==> config.mk <==
export PLATFORM = sky130hd
export DESIGN_NAME = display_reply_frame_receiver
export DESIGN_NICKNAME = d
export VERILOG_FILES = /design/src/sv/drfr_pkg.sv /design/src/sv/drfr_store.sv /design/src/sv/drfr_ctrl.sv /design/src/sv/display_reply_frame_receiver.sv
export SDC_FILE = /design/constraint.sdc
export NUM_CORES = 1
export LEC_CHECK = 0
export BUFFER_PORTS_ARGS = -buffer_cell sky130_fd_sc_hd__buf_2
export CAP_MARGIN = 15
export CORE_UTILIZATION = 40
export CTS_CLUSTER_SIZE = 14
export DETAILED_ROUTE_END_ITERATION = 12
export PLACE_DENSITY = 0.63
export SLEW_MARGIN = 0
export SYNTH_ARGS = -nofsm -noshare
export SYNTH_HDL_FRONTEND = slang
export SYNTH_SLANG_ARGS = --single-unit
==> constraint.sdc <==
create_clock -name clk -period 10 [get_ports clk]
set_input_delay 2 -clock clk [delete_from_list [all_inputs] [get_ports clk]]
set_output_delay 2 -clock clk [all_outputs]
set_load 0.02 [all_outputs]
==> src/sv/drfr_pkg.sv <==
package drfr_pkg;

	// frame store geometry and frame limit
	localparam int BUF_DEPTH = 128;
	localparam int MAX_FRAME = 80;
	localparam int ADDR_W    = $clog2(BUF_DEPTH);
	localparam int CNT_W     = ($clog2(BUF_DEPTH + 1) > 8) ? $clog2(BUF_DEPTH + 1) : 8;
	localparam int PL_W      = CNT_W + 2;

	// special bytes on the reply link
	localparam logic [7:0] BYTE_NUL         = 8'h00;
	localparam logic [7:0] BYTE_ANS_OPEN    = 8'hA4;
	localparam logic [7:0] BYTE_ANS_CLOSE   = 8'hA7;
	localparam logic [7:0] BYTE_TERM        = 8'hFF;
	localparam logic [7:0] BYTE_BLOCK_DONE  = 8'hFD;
	localparam logic [7:0] BYTE_BLOCK_READY = 8'hFE;
	localparam logic [7:0] BYTE_ERROR       = 8'h1A;
	localparam logic [7:0] BYTE_TEXT        = 8'h70;
	localparam logic [7:0] BYTE_CONNECT     = 8'h63;

	// item opcodes
	localparam logic [1:0] OP_BYTE    = 2'd0;
	localparam logic [1:0] OP_RESTART = 2'd1;
	localparam logic [1:0] OP_READ    = 2'd2;

	// configuration register indexes
	localparam logic REG_RAW = 1'b0;
	localparam logic REG_CAP = 1'b1;

	// reply codes
	localparam logic [2:0] REPLY_NONE        = 3'd0;
	localparam logic [2:0] REPLY_BLOCK_DONE  = 3'd1;
	localparam logic [2:0] REPLY_BLOCK_READY = 3'd2;
	localparam logic [2:0] REPLY_ERROR       = 3'd3;
	localparam logic [2:0] REPLY_TEXT        = 3'd4;
	localparam logic [2:0] REPLY_CONNECT     = 3'd5;

	// answer tracking phases
	localparam logic [1:0] ANS_NONE   = 2'd0;
	localparam logic [1:0] ANS_OPEN   = 2'd1;
	localparam logic [1:0] ANS_CLOSED = 2'd2;

	typedef enum logic [1:0] {
		MODE_IDLE = 2'd0,
		MODE_RECV = 2'd1,
		MODE_DONE = 2'd2
	} rx_mode_t;

	// frame store access for one cycle
	typedef struct packed {
		logic              we;
		logic [ADDR_W-1:0] waddr;
		logic [7:0]        wdata;
		logic              re;
		logic [ADDR_W-1:0] raddr;
	} mem_req_t;

	// status after one item, as handed to the output stage
	typedef struct packed {
		rx_mode_t         mode;
		logic [CNT_W-1:0] count;
		logic [2:0]       reply;
		logic             done;
		logic [1:0]       answer;
		logic             str_cmp;
		logic [6:0]       pay_len;
		logic             rd_sel;
		logic             rd_first;
		logic [7:0]       first;
	} result_t;

endpackage

==> src/sv/drfr_store.sv <==
module drfr_store (
	input  logic               clk,
	input  drfr_pkg::mem_req_t req,
	output logic [7:0]         rdata
);

	logic [7:0] mem [drfr_pkg::BUF_DEPTH];
	logic [7:0] rdata_q;

	// single write port, registered read port
	always_ff @(posedge clk) begin
		if (req.we) begin
			mem[req.waddr] <= req.wdata;
		end
		if (req.re) begin
			rdata_q <= mem[req.raddr];
		end
	end

	assign rdata = rdata_q;

endmodule

==> src/sv/drfr_ctrl.sv <==
module drfr_ctrl (
	input  logic                clk,
	input  logic                arst_n,
	input  logic                take,
	input  logic [1:0]          opcode,
	input  logic [7:0]          byte_value,
	input  logic [6:0]          read_index,
	input  logic                cfg_we,
	input  logic                cfg_index,
	input  logic [7:0]          cfg_wdata,
	output drfr_pkg::mem_req_t  mem_req,
	output drfr_pkg::result_t   res_n,
	output logic                busy
);

	localparam int CNT_W  = drfr_pkg::CNT_W;
	localparam int ADDR_W = drfr_pkg::ADDR_W;
	localparam int PL_W   = drfr_pkg::PL_W;

	drfr_pkg::rx_mode_t mode_q, mode_n;
	logic [CNT_W-1:0]   fill_q, fill_n;
	logic [1:0]         ff_q, ff_n;
	logic [7:0]         last_q, last_n;
	logic [2:0]         class_q, class_n;
	logic               done_q, done_n;
	logic [1:0]         ans_q, ans_n;
	logic [7:0]         first_q, first_n;
	logic               raw_q;
	logic [7:0]         cap_q;
	logic               nul_pend_q, nul_pend_n;
	logic [ADDR_W-1:0]  nul_addr_q;

	logic               do_byte, do_rst, do_rd, parse, append;
	logic               has_room, close_hit, overlong, rd_in_range;
	logic               is_term, is_ans_close;
	logic [CNT_W-1:0]   base_fill, app_fill;
	logic [1:0]         ff_inc;
	logic signed [PL_W-1:0] pl_cnt, pl_cap, pl_val;

	function automatic logic [2:0] classify(input logic [7:0] first, input logic [2:0] prev);
		logic [2:0] code;
		case (first)
			drfr_pkg::BYTE_BLOCK_DONE:  code = drfr_pkg::REPLY_BLOCK_DONE;
			drfr_pkg::BYTE_BLOCK_READY: code = drfr_pkg::REPLY_BLOCK_READY;
			drfr_pkg::BYTE_ERROR:       code = drfr_pkg::REPLY_ERROR;
			drfr_pkg::BYTE_TEXT:        code = drfr_pkg::REPLY_TEXT;
			drfr_pkg::BYTE_CONNECT:     code = drfr_pkg::REPLY_CONNECT;
			default:                    code = prev;
		endcase
		return code;
	endfunction

	// item decode and append position
	always_comb begin
		do_byte      = take && (opcode == drfr_pkg::OP_BYTE);
		do_rst       = take && (opcode == drfr_pkg::OP_RESTART);
		do_rd        = take && (opcode == drfr_pkg::OP_READ);
		parse        = do_byte && !raw_q;
		is_term      = (byte_value == drfr_pkg::BYTE_TERM);
		is_ans_close = (byte_value == drfr_pkg::BYTE_ANS_CLOSE);
		base_fill    = (parse && (mode_q == drfr_pkg::MODE_IDLE)) ? '0 : fill_q;
		has_room     = 32'(base_fill) < drfr_pkg::BUF_DEPTH;
		app_fill     = has_room ? base_fill + CNT_W'(1) : base_fill;
		ff_inc       = (ff_q == 2'd3) ? 2'd3 : ff_q + 2'd1;
		append       = do_byte && (raw_q || (mode_q == drfr_pkg::MODE_RECV) ||
			((mode_q == drfr_pkg::MODE_IDLE) && (byte_value != drfr_pkg::BYTE_NUL)));
		close_hit    = parse && (mode_q == drfr_pkg::MODE_RECV) && is_term &&
			(32'(app_fill) > 3) && (ff_inc == 2'd3);
		overlong     = parse && (mode_q == drfr_pkg::MODE_RECV) && !is_term &&
			!is_ans_close && (32'(app_fill) > drfr_pkg::MAX_FRAME);
		rd_in_range  = 32'(read_index) < drfr_pkg::BUF_DEPTH;
	end

	// receive mode next state
	always_comb begin
		mode_n = mode_q;
		if (do_rst) begin
			mode_n = drfr_pkg::MODE_IDLE;
		end else if (parse) begin
			case (mode_q)
				drfr_pkg::MODE_IDLE: begin
					if (byte_value != drfr_pkg::BYTE_NUL) begin
						mode_n = drfr_pkg::MODE_RECV;
					end
				end
				drfr_pkg::MODE_RECV: begin
					if (close_hit) begin
						mode_n = drfr_pkg::MODE_DONE;
					end else if (overlong) begin
						mode_n = drfr_pkg::MODE_IDLE;
					end
				end
				default: mode_n = mode_q;
			endcase
		end
	end

	// frame bookkeeping next values
	always_comb begin
		fill_n     = fill_q;
		ff_n       = ff_q;
		last_n     = last_q;
		class_n    = class_q;
		done_n     = done_q;
		ans_n      = ans_q;
		first_n    = first_q;
		nul_pend_n = 1'b0;
		if (do_rst) begin
			fill_n  = '0;
			ff_n    = 2'd0;
			last_n  = drfr_pkg::BYTE_NUL;
			class_n = drfr_pkg::REPLY_NONE;
			done_n  = 1'b0;
			ans_n   = drfr_pkg::ANS_NONE;
			first_n = drfr_pkg::BYTE_NUL;
		end else begin
			if (append) begin
				fill_n = app_fill;
				if (has_room) begin
					last_n = byte_value;
					if (base_fill == '0) begin
						first_n = byte_value;
					end
				end
			end
			if (parse && (mode_q == drfr_pkg::MODE_IDLE) &&
				(byte_value != drfr_pkg::BYTE_NUL)) begin
				ff_n = is_term ? 2'd1 : 2'd0;
				if (byte_value == drfr_pkg::BYTE_ANS_OPEN) begin
					ans_n = drfr_pkg::ANS_OPEN;
				end
			end
			if (parse && (mode_q == drfr_pkg::MODE_RECV)) begin
				if (is_ans_close) begin
					ff_n = 2'd0;
					if (ans_q == drfr_pkg::ANS_OPEN) begin
						ans_n = drfr_pkg::ANS_CLOSED;
					end
				end else if (is_term) begin
					ff_n = ff_inc;
				end else begin
					ff_n = 2'd0;
				end
			end
			if (overlong) begin
				fill_n = '0;
			end
			if (close_hit) begin
				done_n     = 1'b1;
				class_n    = classify(first_n, class_q);
				nul_pend_n = 32'(app_fill) < drfr_pkg::BUF_DEPTH;
			end
		end
	end

	// payload length from count and caller capacity
	always_comb begin
		pl_cnt = PL_W'(fill_n);
		pl_cap = PL_W'(cap_q);
		pl_val = (pl_cnt < pl_cap + PL_W'(2)) ? pl_cnt - PL_W'(2) : pl_cap - PL_W'(1);
		if (pl_val < 0) begin
			pl_val = '0;
		end else if (pl_val > PL_W'(127)) begin
			pl_val = PL_W'(127);
		end
	end

	// store access: the terminating nul takes the port in its own cycle
	always_comb begin
		mem_req.re    = do_rd && rd_in_range;
		mem_req.raddr = ADDR_W'(read_index);
		if (nul_pend_q) begin
			mem_req.we    = 1'b1;
			mem_req.waddr = nul_addr_q;
			mem_req.wdata = drfr_pkg::BYTE_NUL;
		end else begin
			mem_req.we    = append && has_room;
			mem_req.waddr = base_fill[ADDR_W-1:0];
			mem_req.wdata = byte_value;
		end
	end

	// status after this item
	always_comb begin
		res_n.mode     = mode_n;
		res_n.count    = fill_n;
		res_n.reply    = class_n;
		res_n.done     = done_n;
		res_n.answer   = ans_n;
		res_n.str_cmp  = (32'(fill_n) > 1) && (first_n == drfr_pkg::BYTE_ANS_OPEN) &&
			(last_n == drfr_pkg::BYTE_ANS_CLOSE);
		res_n.pay_len  = pl_val[6:0];
		res_n.rd_sel   = do_rd && rd_in_range;
		res_n.rd_first = (read_index == 7'd0);
		res_n.first    = first_n;
	end

	assign busy = nul_pend_q;

	// frame state registers
	always_ff @(posedge clk or negedge arst_n) begin
		if (!arst_n) begin
			mode_q     <= drfr_pkg::MODE_IDLE;
			fill_q     <= '0;
			ff_q       <= 2'd0;
			last_q     <= drfr_pkg::BYTE_NUL;
			class_q    <= drfr_pkg::REPLY_NONE;
			done_q     <= 1'b0;
			ans_q      <= drfr_pkg::ANS_NONE;
			first_q    <= drfr_pkg::BYTE_NUL;
			nul_pend_q <= 1'b0;
			nul_addr_q <= '0;
		end else begin
			mode_q     <= mode_n;
			fill_q     <= fill_n;
			ff_q       <= ff_n;
			last_q     <= last_n;
			class_q    <= class_n;
			done_q     <= done_n;
			ans_q      <= ans_n;
			first_q    <= first_n;
			nul_pend_q <= nul_pend_n;
			if (nul_pend_n) begin
				nul_addr_q <= app_fill[ADDR_W-1:0];
			end
		end
	end

	// configuration registers
	always_ff @(posedge clk or negedge arst_n) begin
		if (!arst_n) begin
			raw_q <= 1'b0;
			cap_q <= 8'd10;
		end else if (cfg_we) begin
			case (cfg_index)
				drfr_pkg::REG_RAW: raw_q <= cfg_wdata[0];
				drfr_pkg::REG_CAP: cap_q <= cfg_wdata;
				default: raw_q <= raw_q;
			endcase
		end
	end

endmodule

==> src/sv/display_reply_frame_receiver.sv <==
// Reply frame receiver for a serial display link. Each input transfer carries one
// opcode: a received byte, a restart, or a read of one frame store entry; each
// produces exactly one status transfer on the output side. Items are taken one per
// cycle unless the output stalls, with one exception: the transfer that closes a frame
// with three 0xFF bytes is followed by a single cycle with s_tready low, while the one
// write port of the frame store writes the terminating NUL; when the store is full the
// NUL is dropped and no such cycle follows. The store is a 128 x 8 synchronous memory
// with no clearing pass after reset; entry zero is shadowed in a register, so it reads
// as zero after reset and after a restart. Other entries read back whatever they
// last held, so they should be read only after they have been written.
module display_reply_frame_receiver (
	input  logic        clk,
	input  logic        arst_n,
	input  logic        s_tvalid,
	output logic        s_tready,
	// opcode[1:0], byte_value[9:2], read_index[16:10], zero[23:17]
	input  logic [23:0] s_tdata,
	output logic        m_tvalid,
	input  logic        m_tready,
	// rx_state[1:0], byte_count[9:2], reply_code[12:10], frame_done[13],
	// answer_phase[15:14], string_complete[16], read_data[24:17], payload_length[31:25]
	output logic [31:0] m_tdata,
	input  logic        cfg_we,
	input  logic        cfg_index,
	input  logic [7:0]  cfg_wdata
);

	drfr_pkg::mem_req_t mem_req;
	drfr_pkg::result_t  res_n;
	drfr_pkg::result_t  out_s1;
	logic               out_valid_q;
	logic               busy;
	logic               take;
	logic [7:0]         mem_rdata;
	logic [7:0]         read_data;
	logic [7:0]         byte_count;

	// input transfer when the output slot frees up and the store port is free
	assign s_tready = (!out_valid_q || m_tready) && !busy;
	assign take     = s_tvalid && s_tready;

	drfr_ctrl u_ctrl (
		.clk        (clk),
		.arst_n     (arst_n),
		.take       (take),
		.opcode     (s_tdata[1:0]),
		.byte_value (s_tdata[9:2]),
		.read_index (s_tdata[16:10]),
		.cfg_we     (cfg_we),
		.cfg_index  (cfg_index),
		.cfg_wdata  (cfg_wdata),
		.mem_req    (mem_req),
		.res_n      (res_n),
		.busy       (busy)
	);

	drfr_store u_store (
		.clk   (clk),
		.req   (mem_req),
		.rdata (mem_rdata)
	);

	// output stage
	always_ff @(posedge clk or negedge arst_n) begin
		if (!arst_n) begin
			out_valid_q <= 1'b0;
		end else if (take) begin
			out_valid_q <= 1'b1;
		end else if (m_tready) begin
			out_valid_q <= 1'b0;
		end
	end

	always_ff @(posedge clk) begin
		if (take) begin
			out_s1 <= res_n;
		end
	end

	// read data: entry zero from its shadow, others from the store
	always_comb begin
		if (!out_s1.rd_sel) begin
			read_data = 8'd0;
		end else if (out_s1.rd_first) begin
			read_data = out_s1.first;
		end else begin
			read_data = mem_rdata;
		end
		byte_count = (32'(out_s1.count) > 255) ? 8'hFF : out_s1.count[7:0];
	end

	assign m_tvalid = out_valid_q;
	assign m_tdata  = {out_s1.pay_len, read_data, out_s1.str_cmp, out_s1.answer,
		out_s1.done, out_s1.reply, byte_count, out_s1.mode};

endmodule
Word level (Yosys, flattened, before mapping) --
Memory sizes are Yosys's and may differ from the RTL's. A register that Yosys moved wholly into a read port is not among the register bits. Cells that the tools add are included.
Word-level totals: bits in registers 86, latch bits 0, bits in writable memories 1024, memory bits (read-only) 0, bits of input ports 38, output and inout bits 34, logic and storage cells 139, memories kept 1
Memory list:
- u_store.mem | depth 128, width 8, rd ports 1, clocked after Yosys merged registers in 1, write ports 1, line drfr_store.sv:7 | logic [7:0] mem [drfr_pkg::BUF_DEPTH];
Cells by class: add/subtract/negate cells 5, multiply operators 0, div/mod/pow operators 0, magnitude comparators 8, eq/ne operators 16, shift operators 0, multiplexer cells 48, bitwise gates (word level) 1, reduce and logical (&&, ||, !) cells 37
Operators with widths (number):
- $mux 8 | 15
- $eq 8x8->1 const B | 7
- $mux 2 | 17
- $logic_and 1x1->1 | 20
- $eq 8x7->1 const B | 2
- $lt 8x8->1 const B | 2
- $mux 16 | 1
- $pmux 3 s5 | 1
- $gt 10x8->1 const B | 1
- $lt 10x1->1 const B | 1
- $lt 9x10->1 | 1
- $mux 10 | 1
- $add 8x2->9 const B | 1
- $mux 1 | 9
- $sub 8x1->9 const B | 1
- $sub 8x2->9 const B | 1
- $add 8x1->8 const B | 1
- $eq 8x5->1 const B | 1
- $gt 8x1->1 const B | 1
- $gt 8x2->1 const B | 1
- $gt 8x7->1 const B | 1
- $logic_not 8->1 | 1
- $reduce_bool 8->1 | 1
- $logic_not 7->1 | 1
- other kinds (13) | 26

Depth between registers and ports, before layout --
depth in word-level cells 18, depth in mapped cells 25, gate-level depth less buffers 22

By module --
A second synthesis with hierarchy kept.
Unflattened totals: cell total of the unflattened synthesis 2191, area, all modules 45205.9 sq um
By module, submodules not included:
- drfr_store | instances 1, cells an instance 1635, area each 39745.6 sq um, seq. area each 30989.7 sq um
- drfr_ctrl | instances 1, cells an instance 475, area each 4066.4 sq um, seq. area each 1278.7 sq um
- display_reply_frame_receiver | instances 1, cells an instance 81, area each 1393.8 sq um, seq. area each 1046.0 sq um

Worst setup path before layout --
No wires, ideal clock.
path type input -> register, from input s_tdata[1], to register out_s1, in the netlist m_tdata[28] (data pin), setup time 0.180 ns, arrival time 6.438 ns, required time 9.820 ns, slack 3.382 ns, stages on the path 23, buffers on the path 2, cells stage by stage nor4_1 -> nand4_1 -> clkbuf_1 -> nand2_1 -> inv_1 -> ha_1 -> nor2_1 -> a221oi_1 -> or3_1 -> o211a_1 -> or2_1 -> buf_6 -> a21oi_1 -> ha_1 -> a21o_1 -> a21o_1 -> a21o_1 -> a21o_1 -> a21oi_1 -> o22a_1 -> o31ai_4 -> mux2_2 -> a221oi_1
RTL lines:
- start, declared | line display_reply_frame_receiver.sv:17 | input logic [23:0] s_tdata,
- end signal, assigned | line display_reply_frame_receiver.sv:76 | out_s1 <= res_n;
- end, declared | line display_reply_frame_receiver.sv:30 | drfr_pkg::result_t out_s1;

==> metrics.yaml <==
outcome: "complete, no violations"
synthAdderAreaFrac: 0.00390
slowest_delay_ps: 550
cp_cell_sequence: "buf_2, nor4_1, nand4_1, nand2_1, inv_1, ha_1, nor2_1, a221oi_1, or3_1, o211a_1, or2_1, a21oi_1, ha_1, a21o_1, a21o_1, a21o_1, a21o_1, a21oi_1, o22a_1, o31ai_4, mux2_2, a221oi_1"
yosysUniqueCellTypes: 63
grt_pass1_wl_um: 149000
critPathTopFamily: "compound AO/OA/AOI/OAI gates"
dieArea_mm2: 0.114
grt_max_degree: 110
synth-simple-area-share: 0.0405
area.growth.synth_to_final_pct: 12.1
tritoncts: "done"
place_hpwl_um: 60300
ys_async_sr_fraction: 0.0465
fin_crit_ps: 7210
num_rows: 122
start_util: 0.405
die_w_um: 337
tns_ps: 0
synth.net_count: 2263
maxCapViolCount: 0
cts_setup_buffers: 0
crit_fanout: 13
nets: 2327
wl_per_cell_um: 26.2
fin_crit_sh: 0.721
synth-compound-area-share: 0.0175
num_io_pins: 72
finClkSkew_ps: 45.1
synth-xor-area-share: 0.00390
final-setup-viol-count: 0
synth_edf_count: 1066
synth.area.mux_share: 0.177
seqCellArea_mm2: 0.0333
crit_buf_inv: 2
required_ps: 10440
report.final.hold_viol_count: 0
postRouteAntennaNets: 0
final_common_cell: "edfxtp_1"
clock_latency_ps: 680
ys_seq_area_frac: 0.741
postSynthCellCount: 2211
end_kind: "flip-flop"
fillCellCount: 9253
final_cell_mix: "1066 x edfxtp_1, 328 x mux4_2, 175 x nor2_1, 110 x clkbuf_16, 91 x nand2_1"
drive_gt1_frac: 0.268
cts.clk_slew.worst_paths_ps: 60
die_y_um: 337
grt_overflow: 0
hold_class: "flip-flop to flip-flop"
grt_usage: 0.179
ys_ff_latch: 1118
final_core_util: 0.454
grt_pass1_vias: 22300
rsz0062_at_grt: "false"
critPathArrivalTime_ps: 7660
multiInputGateArea_mm2: 0.0110
cts_resized: 0
power_density_mw_per_mm2: 196
yosysWarnings: 0
path_class: "input port to flip-flop"
fmax_mhz: 139
gp_congestion: 0.823
clock-root-buffer: "clkbuf_16"
vdd_drop_max_v: 0.000147
vias: 21800
ys.flop_type: "edfxtp_1"
routed_wl_um: 101000
cts.sinks: 1118
slew_viol_final: 0
drtIter0Drc: 2025
synth_top_family_by_area: "multiplexers"
drcViolationCount: 0
cts_hold_buf: 0
core_area_mm2: 0.111
worst_slew_margin_rel: 0.173
syn_area_mm2: 0.0449
avgSynthCellArea_um2: 20.3
worstMarginPinSlew_ps: 1240
viasPerCell: 5.66
crit_path_frequent_cell: "a21o_1"
first_pass_iters: 6
htree_num_levels: 3
critPathLaunchType: "input port"
antenna_found_initial: 3
io_buffers: 64
power_leakage_nw: 15.9
slowest_stage: "nand4_1"
clock_path_buffers: 3
cts_buffers: 109
[cell usage after synthesis, drive strengths merged (7+ instances only)]
cell type,n,area share
nor2,178,0.015
dfrtp,50,0.028
buf,70,0.0081
nand3,24,0.0027
edfxtp,1066,0.71
xor2,8,0.0016
o31ai,7,0.0015
mux2,24,0.0060
a21oi,29,0.0033
clkbuf,75,0.0063
o211ai,10,0.0017
inv,23,0.0019
nor2b,21,0.0029
nand4,11,0.0015
ha,14,0.0039
mux4,328,0.16
nand2,91,0.0076
nor4,9,0.0016
o21ai,28,0.0031
xnor2,12,0.0023
mux2i,28,0.0062
nor3,14,0.0016
[state kept, by name, indices dropped and copies added (netlist names), 3 cells and up]
register / cells
u_store.rdata: 8
u_ctrl.class_q: 3
u_store.mem: 1024
u_ctrl.cap_q: 8
u_ctrl.nul_addr_q: 7
u_ctrl.first_q: 8
m_tdata: 16
byte_count: 8
u_ctrl.last_q: 8
u_ctrl.fill_q: 8
out_s1: 10
[logic make-up after synthesis]
group / Yosys count
simple gates: 394
xor+xnor: 20
flops: 1118
buf+inv: 168
mux: 380
fa+ha+maj: 14
compound gates: 117
[worst reg2reg max path: cells and delay by family, from the launching register on]
kind	cells	cell delay (ps)
mux	1	350
flops	1	420
simple gates	6	2240
buf+inv	1	110
fa+ha+maj	2	600
compound gates	11	2230
[final timing paths]
check                                               from                    endpoint  slack (ps)  cells after the start
max in group asynchronous                         arst_n       u_ctrl.busy$_DFF_PN0_        8030                      2
worst min-delay path             u_ctrl.done_q$_DFF_PN0_     u_ctrl.done_q$_DFF_PN0_         530                      2
worst max register to register  u_ctrl.raw_q$_DFFE_PN0P_   m_tdata[27]$_SDFFCE_PN0P_        3840                     21
worst max-delay path                          s_tdata[1]   m_tdata[27]$_SDFFCE_PN0P_        2790                     22
worst min register to register   u_ctrl.done_q$_DFF_PN0_     u_ctrl.done_q$_DFF_PN0_         530                      2
min in group asynchronous                         arst_n  u_ctrl.ff_q[1]$_DFFE_PN0P_        1470                      2
[where the power goes]
part | switching, mW | total (mW) | leakage [nW] | internal [mW]
registers | 0.0375 | 5.21 | 10.3 | 5.18
clock network | 1.72 | 4.00 | 1.69 | 2.29
logic | 0.392 | 0.637 | 3.89 | 0.245
total | 2.15 | 9.85 | 15.9 | 7.71
[cell type report]
type	count	share of cell area
diodes	1	0.0000497
clock buffers	142	0.0570
clock inverters	61	0.0120
inverters	23	0.00171
multi-input cells	925	0.219
flip-flops and latches	1118	0.661
well taps	1488	0.0369
repair buffers	98	0.0123
[per-stage QoR]
step | total power, mW | cells | instance area, µm² | hold slack, ps | setup WS [ps]
after global placement | 5.94 | 3649 | 46900 | 497 | 2290
after global routing | 10.1 | 3855 | 50400 | 538 | 2270
after CTS | 9.93 | 3853 | 50400 | 527 | 2890
after floorplan | 5.74 | 2211 | 44900 | 472 | 3380
after detailed placement | 5.95 | 3650 | 46900 | 512 | 2240
final | 9.85 | 3856 | 50400 | 525 | 2790
[routing by layer]
metal,share of wire,vias up,wire length (µm),GRT usage
met1,0.41,11600,41700,0.247
met2,0.48,847,48500,0.287
li1,-,9215,-,-
met4,0.025,2,2570,0.0544
met3,0.083,165,8380,0.0377
met5,0.000099,-,10,0
(Power assumes the default switching activity.)
